$ cat config.mk
export PLATFORM = sky130hd
export DESIGN_NAME = hrtc_ram
export DESIGN_NICKNAME = d
export VERILOG_FILES = /design/src/rtl/hrtc_ram.sv
export SDC_FILE = /design/constraint.sdc
export NUM_CORES = 1
export LEC_CHECK = 0
export BUFFER_PORTS_ARGS = -buffer_cell sky130_fd_sc_hd__buf_2
export CAP_MARGIN = 20
export CORE_MARGIN = 2
export CORE_UTILIZATION = 50
export DETAILED_ROUTE_END_ITERATION = 10
export HOLD_SLACK_MARGIN = 0.1
export PLACE_DENSITY = 0.77
export SLEW_MARGIN = 20
export SYNTH_ARGS = -nofsm -noshare
export SYNTH_HDL_FRONTEND = slang
export SYNTH_SLANG_ARGS = --single-unit
$ cat constraint.sdc
create_clock -name clk -period 3.9 [get_ports clk]
set_clock_uncertainty 0.15 [all_clocks]
set_input_delay 0.78 -clock clk [delete_from_list [all_inputs] [get_ports clk]]
set_output_delay 0.78 -clock clk [all_outputs]
set_load 0.1 [all_outputs]
$ cat src/rtl/hrtc_ram.sv
// Generic simple dual-port RAM with one write port and one registered read port.
// Depends on nothing.
module hrtc_ram #(
  parameter int WIDTH = 8,
  parameter int DEPTH = 32
) (
  input  logic                     clk,
  input  logic                     wr_en,
  input  logic [$clog2(DEPTH)-1:0] wr_addr,
  input  logic [WIDTH-1:0]         wr_data,
  input  logic [$clog2(DEPTH)-1:0] rd_addr,
  output logic [WIDTH-1:0]         rd_data
);

  logic [WIDTH-1:0] mem [DEPTH];

  always_ff @(posedge clk) begin
    if (wr_en) begin
      mem[wr_addr] <= wr_data;
    end
    rd_data <= mem[rd_addr];
  end

endmodule

**Yosys cells after proc, flatten, opt, wreduce, memory -nomap -nowiden**

Memories as Yosys holds them, arrays and structs flattened. A register that Yosys moved wholly into a read port is not among the register bits.
Cells that the tools add are included.

- Flip-flop bits (word level): 0
- Bits in writable memories: 256
- Input bits: 20
- Output and inout port bits: 8
- Logic and storage cells: 3
- Memories kept: 1

- Muxes and demuxes: 2

Memory list:

| memory | depth | bits a word | rd ports | clocked after memory_dff | wr ports | line | RTL |
|---|---|---|---|---|---|---|---|
| mem | 32 | 8 | 1 | 1 | 1 | 15 | `logic [WIDTH-1:0] mem [DEPTH];` |

Operator list:

| operator | number |
|---|---|
| two-way mux 1 bit | 2 |

**Depth between registers and ports, before layout**

- Depth in word-level cells: 2
- Gate-level depth with buffers: 5
- Depth with buffers taken out: 3

**Worst setup path before layout**

OpenSTA, ideal clock, no wires.

- Path kind: input-to-reg
- From: in rd_addr[2]
- To: reg rd_data[0], read port of mem
- Setup time: 121 ps
- Data arrival time: 2462 ps
- Data required time: 3629 ps
- Slack: 1168 ps
- Cell stages on the path: 5
- Path through: clkbuf_1 > clkbuf_1 > mux4_2 > mux4_2 > mux2_2

RTL lines:

| element | line | RTL |
|---|---|---|
| from (decl) | 11 | `input logic [$clog2(DEPTH)-1:0] rd_addr,` |
| to (decl) | 12 | `output logic [WIDTH-1:0] rd_data` |

==> flow_summary.ini <==
[run_status]
status = complete, no violations

[synth]
syn_avg_cell_area_um2 = 24.1
synth.area.top_cells = edfxtp_1 76%, mux4_2 18%, dfxtp_1 1.6%, nor2_1 1.2%, mux2_2 0.90%
synth_fa_ha_area_share_pct = 0
synth_xor_area_share_pct = 0
synth-compound-area-share_pct = 0
yosysTopAreaCell = edfxtp_1
netlist_area_um2 = 10100
synth_fp_nets = 437
yosysTopAreaCellShare_pct = 76.5
yosys.area_share.simple_pct = 2.07
synth_seq_cells = 264
synth_top_family_by_area = multiplexers
muxShareOfSynthArea_pct = 18.8
ys_seq_area_share_pct = 78.1
netlist_instances = 417
ys_types = 15
ys_warn_count = 0

[power]
power.leakage_nw = 3.53
power_density_nw_per_um2 = 538
intPower_w = 0.00482
clockPowerShare_pct = 42.0
switching_share_pct = 21.1
p_switching_w = 0.00129
power_w = 0.00611
vdd_ir_drop_max_mv = 0.359
pwr-share-comb_pct = 6.2
pwr-share-seq_pct = 51.8

[cts]
cts_resized = 0
htreeDepth = 1
hold_buffers = 0
tritoncts = yes
numCtsBuffers = 27
cts.sinks = 264
clock_path_buffers = 3
clkTransAtPathRegs_ps = 60
post_cts_buffers = 0
cts_root_buf = clkbuf_16
clkLatencyLatePin_ps = 520

[worst_setup_path]
r2r_end = rd_data[4]
path_class = input port to register
r2r-start = mem[31][4]
required_ps = 4160
arrival_ps = 2890
reg2reg_slack_ps = 1920
r2r_cells = 3
critPathMaxFanout = 24
critPathCaptureType = register
cp-start-kind = input port

[routing]
routed_wl_mm = 20.5
vias = 4564
wl_per_cell_um = 27.6
drt_first_pass_iters = 5
antenna_left = 0
drt_iter0_markers = 559
vias_per_cell = 6.16
drc = 0

[sta]
period_share_pct = 67.3
drv_slew = 0
slew_headroom_pct = 37.4
max_clock_freq_mhz = 381
setup_slack_ps = 1270
worstMarginPinSlew_ps = 935
hold_viol = 0
period_minus_slack_ps = 2630
setup_violations = 0
rsz0062_at_grt = false
tns_ps = 0

[finish]
layout_commonest_cell = edfxtp_1
antennaDiodeCount = 0
drive_above_1_share_pct = 33.6
syn_to_final_growth_pct = 13.1
nets = 477
stdcell_area_um2 = 11400
final_cell_mix = 256 x edfxtp_1, 80 x mux4_2, 33 x nor2_1

[worst_hold_path]
hold_depth = 2
min-delay-start = rd_addr[3]
holdPathEnd = rd_data[0]
hold_path.class = input port to register

[place]
place_ws_ps = 695
dp_hpwl_mm = 12.1
gp_congestion = 0.736
placed_area_um2 = 10500
port_buffers = 27

[floorplanning]
row_count = 51
io_pins = 28
initial_core_util_pct = 51.3
coreArea_um2 = 19600
fp.dieH_um = 146
die_area_um2 = 21300
die_x_um = 146

[global_route]
grt_pass1_wl_mm = 31.0
grt_pass1_vias = 4683
grt-ovfl-total = 0
grt_usage_pct = 19.8
grt_max_degree = 65
antenna_found_initial = 0

[run]
drv_cap = 0
==> routing by layer <==
layer  vias up  global-route usage [%]  routed length (um)
met2       231                    31.3               10000
li1       1865                       -                   -
met1      2439                    28.7                8230
met3        29                    4.64                1850
met4         0                    4.75                 389
met5         -                       0                   0
==> stage by stage <==
| step | hold slack (ps) | utilization, % | cells |
|---|---|---|---|
| after global placement | 739 | 53.5 | 693 |
| after CTS | 540 | 58.1 | 741 |
| after detailed placement | 752 | 53.5 | 693 |
| final | 559 | 58.1 | 741 |
| after floorplan | 715 | - | 417 |
| after global routing | 543 | 58.1 | 741 |
==> registers in the layout, summed over array words and instances, names as in the netlist <==
| signal | cells |
|---|---|
| mem | 256 |
| rd_data | 8 |
==> critical path: stages <==
cell,delay [ps]
buf_4,430
buf_12,270
mux4_2,590
mux4_2,510
mux2_2,280
==> power by group through the flow <==
stage	Sequential [W]	Clock, W	Combinational (W)
2_1_floorplan	0.00331	0	0.000168
3_3_place_gp	0.00323	0	0.000370
3_5_place_dp	0.00323	0	0.000379
4_1_cts	0.00317	0.00259	0.000381
5_1_grt	0.00317	0.00270	0.000397
6_report	0.00317	0.00257	0.000379
==> logic make-up after synthesis <==
| group | count (synthesis) |
|---|---|
| simple gates | 45 |
| mux | 88 |
| flops | 264 |
| buf+inv | 20 |
==> cell type report <==
cell class                      instances  area, um^2
Fill cell                            1341        8220
Clock inverter                         16         194
Timing Repair Buffer                   31         205
Multi-Input combinational cell        133        2100
Sequential cell                       264        7850
Clock buffer                           32         694
Tap cell                              265         332
==> Yosys cell counts (all sizes together) <==
cell and n:
buf 14, edfxtp 256, nand3b 5, dfxtp 8, nand2 1, clkbuf 6, mux4 80, or3 1
mux2 8, nand3 2, or3b 3, nor2 33
==> worst max path at each step <==
| stage | start | to | slack, ps | cells after the start |
|---|---|---|---|---|
| final | rd_addr[0] | rd_data[3] | 1270 | 5 |
| after CTS | rd_addr[0] | rd_data[3] | 1240 | 5 |
| after floorplan | rd_addr[2] | rd_data[0] | 1170 | 5 |
| after global placement | rd_addr[0] | rd_data[3] | 710 | 5 |
| after global routing | rd_addr[0] | rd_data[3] | 1170 | 5 |
| after detailed placement | rd_addr[0] | rd_data[3] | 700 | 5 |
(Power assumes the default switching activity.)
