--- src/rtl/hrtc_pkg.sv ---
// Shared types, codes and sizing constants for the host region table checker.
// Used by hrtc_cmp and the top level; depends on nothing.
package hrtc_pkg;

  localparam int ENTRIES    = 32;
  localparam int PAGE_BYTES = 4096;
  localparam int ADDR_BITS  = 48;
  localparam int IDX_W      = $clog2(ENTRIES);
  localparam int PAGE_SHIFT = $clog2(PAGE_BYTES);
  localparam int END_W      = ADDR_BITS + 1;
  localparam int TOTAL_W    = 53;
  localparam int CFG_W      = 49;

  localparam logic [ADDR_BITS-1:0] GUEST_BASE_RESET  = '0;
  localparam logic [END_W-1:0]     GUEST_LIMIT_RESET = 49'h0_0020_0000_0000;

  typedef enum logic [1:0] {
    OP_INSERT = 2'd0,
    OP_REMOVE = 2'd1,
    OP_MAP    = 2'd2,
    OP_UNMAP  = 2'd3
  } op_t;

  typedef enum logic [2:0] {
    ST_OK       = 3'd0,
    ST_INVALID  = 3'd1,
    ST_EXISTS   = 3'd2,
    ST_NOSPACE  = 3'd3,
    ST_NOTFOUND = 3'd4
  } status_t;

  typedef enum logic [0:0] {
    REG_GUEST_BASE  = 1'b0,
    REG_GUEST_LIMIT = 1'b1
  } cfg_reg_t;

  typedef enum logic [2:0] {
    S_IDLE,
    S_CHECK,
    S_SCAN,
    S_PLACE,
    S_DONE
  } state_t;

  typedef struct packed {
    op_t                  opcode;
    logic [ADDR_BITS-1:0] host_address;
    logic [ADDR_BITS-1:0] length;
    logic [ADDR_BITS-1:0] guest_address;
    logic [3:0]           access_rights;
  } in_item_t;

  typedef struct packed {
    status_t              status;
    logic [4:0]           matched_entry;
    logic [ADDR_BITS-1:0] region_offset;
    logic [TOTAL_W-1:0]   total_mapped;
  } out_item_t;

  typedef struct packed {
    logic [ADDR_BITS-1:0] base;
    logic [ADDR_BITS-1:0] size;
  } entry_t;

  typedef struct packed {
    logic contain;
    logic overlap;
    logic exact;
  } cmp_res_t;

endpackage

--- src/rtl/hrtc_cmp.sv ---
// Shared compare unit: relates the requested region to one stored table entry.
// Depends on hrtc_pkg.
module hrtc_cmp (
  input  logic [hrtc_pkg::ADDR_BITS-1:0] req_base,
  input  logic [hrtc_pkg::ADDR_BITS-1:0] req_len,
  input  logic [hrtc_pkg::END_W-1:0]     req_end,
  input  hrtc_pkg::entry_t               ent,
  output hrtc_pkg::cmp_res_t             res
);

  logic [hrtc_pkg::END_W-1:0] ent_b;
  logic [hrtc_pkg::END_W-1:0] ent_e;
  logic [hrtc_pkg::END_W-1:0] rb;

  always_comb begin
    ent_b = {1'b0, ent.base};
    ent_e = {1'b0, ent.base} + {1'b0, ent.size};
    rb    = {1'b0, req_base};
    res.contain = (rb >= ent_b) && (req_end <= ent_e);
    res.overlap = ((rb >= ent_b) && (rb < ent_e)) ||
                  ((req_end > ent_b) && (req_end <= ent_e)) ||
                  ((rb <= ent_b) && (req_end >= ent_e));
    res.exact   = (ent.base == req_base) && (ent.size == req_len);
  end

endmodule

--- config.mk ---
export PLATFORM = sky130hd
export DESIGN_NAME = hrtc_cmp
export DESIGN_NICKNAME = d
export VERILOG_FILES = /design/src/rtl/hrtc_pkg.sv /design/src/rtl/hrtc_cmp.sv
export SDC_FILE = /design/constraint.sdc
export NUM_CORES = 1
export LEC_CHECK = 0
export BUFFER_PORTS_ARGS = -buffer_cell sky130_fd_sc_hd__buf_4
export CORE_ASPECT_RATIO = 0.75
export CORE_MARGIN = 5
export CORE_UTILIZATION = 55
export DETAILED_ROUTE_END_ITERATION = 10
export GPL_ROUTABILITY_DRIVEN = 1
export MAX_ROUTING_LAYER = met4
export PLACE_DENSITY = 0.95
export SYNTH_ARGS = -nofsm -noshare
export SYNTH_HDL_FRONTEND = slang
export SYNTH_SLANG_ARGS = --single-unit
--- constraint.sdc ---
create_clock -name vclk -period 8.7
set_input_delay 1.305 -clock vclk [all_inputs]
set_output_delay 1.305 -clock vclk [all_outputs]
set_load 0.05 [all_outputs]
Yosys cells after proc, flatten, opt, wreduce, memory -nomap -nowiden
Cells that the tools add are included.
{"block": "totals", "regBits": 0, "inputBits": 241, "out_inout_bits": 3, "elab_cells": 16}
{"block": "classes", "add_sub_neg": 1, "magnitude_cmp": 6, "reduce_logical": 7, "n_eq_ne": 2}
{"cell": "$eq 48x48->1", "n": 2}
{"cell": "$add 48x48->49", "n": 1}
{"cell": "$ge 49x49->1", "n": 1}
{"cell": "$gt 49x48->1", "n": 1}
{"cell": "$le 49x49->1", "n": 1}
{"cell": "$lt 48x49->1", "n": 1}
{"cell": "$ge 48x48->1", "n": 1}
{"cell": "$le 48x48->1", "n": 1}
{"cell": "$logic_and 1x1->1", "n": 5}
{"cell": "$logic_or 1x1->1", "n": 2}

Logic depth before layout (Yosys ltp)
{"block": "logic_depth", "depth_word": 5, "mapped_depth": 26}

Worst setup path after synthesis
OpenSTA, ideal clock, no wires.
{"block": "synth_path", "path_type": "input port to output port", "start": "in ent[8] (netlist name)", "end": "out res[1] (netlist name)", "path_stages": 21, "t_required_ns": 7.395, "t_arrival_ns": 6.851, "path_buffers": 0, "setup_slack_ns": 0.544, "cell_sequence": "ha_1 > and3_1 > nor4b_1 > a211oi_2 > o211ai_2 > a311o_1 > a21o_1 > a21o_1 > a21oi_1 > xor2_1 > ha_1 > a21o_1 > a211o_1 > a211oi_1 > and4_1 > nor2_1 > maj3_1 > o311a_1 > nor3_2 > nor3b_1 > o31ai_1"}
{"item": "start: declaration", "line": "hrtc_cmp.sv:7", "rtl": "input hrtc_pkg::entry_t ent,"}
{"item": "end: declaration", "line": "hrtc_cmp.sv:8", "rtl": "output hrtc_pkg::cmp_res_t res"}

==> run metrics <==
final net count 1686; seq_cells 0; Synth warnings 0; GPL Wtd Cong 1.05; largest family of logic cells by synthesized area adder cells; Die H 111 um; area of the multi-input gates 7250 um2; PortBufs 244; post-cts hold buffer count 0; # IOs 244; top cell type's share of synthesized area 39.7%; global route overflow 0; slowest stage cell, crit path xor2_1; crit-path max FO 5; hold path start req_len[33]; FILL cells 1050; FF/Latch Area 0 um2; Post-Synthesis Net Count 1441; vias 8781; most frequent cells in the layout buf_4 (245), ha_1 (236), a21oi_1 (95); pin count of the biggest net entering global routing 11; initial antenna violation count 0; type of the worst min-delay path in2out; Fmax achieved 118 MHz; DR iter-0 viols 775; Post-CTS Setup Bufs 0; Wirelength per Cell 21.0 um; synth unique cells 68; Period minus WS final 8470 ps; vias in the first global route 8666; Critical Path End Type output port; layout cells sized above 1 22.1%; Die Wd 144 um; antenna viol nets, final 0; Cell Rows 36; Total GRT Usage 35.0%; synth top area cells ha_1 (40%), xor2_1 (8.2%), a21o_1 (6.6%); Worst Path Arrival 7170 ps; Peak VDD IR 0.0412 mV; die area 16000 um2; leak pwr 5.09 nW; area grow syn2layout 28.0%; status completed; Synth Instances 963; # clk buffers 0; sequential share of the synthesized area 0%; mux contribution to synthesized area 0.134%; Final period util 97.4%; first-pass GRT wire length 44200 um; RSZ-0062 raised after global routing false; Setup TNS 0 ps; area of the core 13100 um2; drt drc 0; crit-path most repeated cell a21o_1; simple-gate share of the synthesized area 18.7%; Setup Viol. Count Final 0; Antenna diodes 0; max-cap viol count 0; DR pass1 iterations 5; Slew Limit Fails 0; Slew @ Worst Pin 861 ps; Synth Area in Compound Gates 27.1%; Final Hold Viols 0; dpl hpwl 26300 um; setup slack after layout 228 ps; Rel. slew slack 42.2%; nature of the critical path startpoint primary input; pre-CTS setup slack 261 ps; xor/xnor cell area share of the yosys netlist 10.5%; CP peak stage delay 430 ps; syn_area_per_cell 7.73 um2; cell area after synthesis 7440 um2; Starting Density 56.8%; Post-Synth Adder-Cell Area 40.5%; Yosys top cell by area ha_1; most common library cell in the layout ignoring fill and taps buf_4; Vias per Instance 6.38; kind of critical path in2out; PD cells 80.1 nW/um2; Critical Path Source ent[22]; final WL 29000 um; data required time at the worst endpoint 7390 ps
==> what timing repair did <==
action,4_1_cts,5_1_grt
gates resized for setup,0,6
endpoints found under the setup margin,0,1
hold endpoints to repair,0,0
==> cell families after synthesis <==
kind of cell,count (synthesis)
buffers and inverters,61
adder cells (fa/ha/maj),241
multiplexers,1
XOR/XNOR,89
AND/OR/NAND/NOR,261
AO/OA/AOI/OAI,310
==> where the power goes <==
group          internal [W]  total [W]  switching, W  leakage (nW)
logic              0.000341   0.000763      0.000422          5.09
clock network             0          0             0             0
registers                 0          0             0             0
total              0.000341   0.000763      0.000422          5.09
==> critical path, delay by kind of cell <==
kind                     cells  cell delay [ps]
XOR/XNOR                     1              430
buffers and inverters        2              390
AO/OA/AOI/OAI               15             3560
adder cells (fa/ha/maj)      2              700
AND/OR/NAND/NOR              6              770
==> routing by layer <==
metal | vias up | GRT usage (%) | routed length [um]
li1 | 4167 | - | -
met1 | 4014 | 49.4 | 12500
met5 | - | - | 0
met3 | 76 | 3.36 | 3140
met2 | 524 | 53.1 | 12300
met4 | 0 | 9.51 | 945
==> cells in the mapped netlist, drive strengths merged (12+ instances only) <==
library cell / n
nor4: 18
xnor2: 19
a21o: 65
and3: 12
nand2: 56
inv: 59
xor2: 70
a21oi: 96
o21ai: 64
nor3: 15
nor2b: 19
nor2: 45
ha: 236
nand4: 37
nand2b: 13
nand3: 18
==> final timing paths <==
check     end  slack [ps]  cells past startpoint
max    res[1]         230                     26
min    res[0]        3200                      6
==> stage by stage <==
step	hold slack (ps)	instances	area (um2)	util, %	total power (W)
floorplan	3020	963	7440	-	0.000464
global placement	3200	1377	9490	72.4	0.000706
detailed placement	3200	1377	9490	72.4	0.000729
CTS	3210	1377	9490	72.4	0.000734
global route	3240	1377	9530	72.7	0.000837
finish	3200	1377	9530	72.7	0.000763
==> cell type report <==
cell class	count	area share (%)
multi-input cells	902	76.1
repair buffers	245	19.3
inverters	59	2.32
well taps	171	2.25
(Power assumes the default switching activity.)
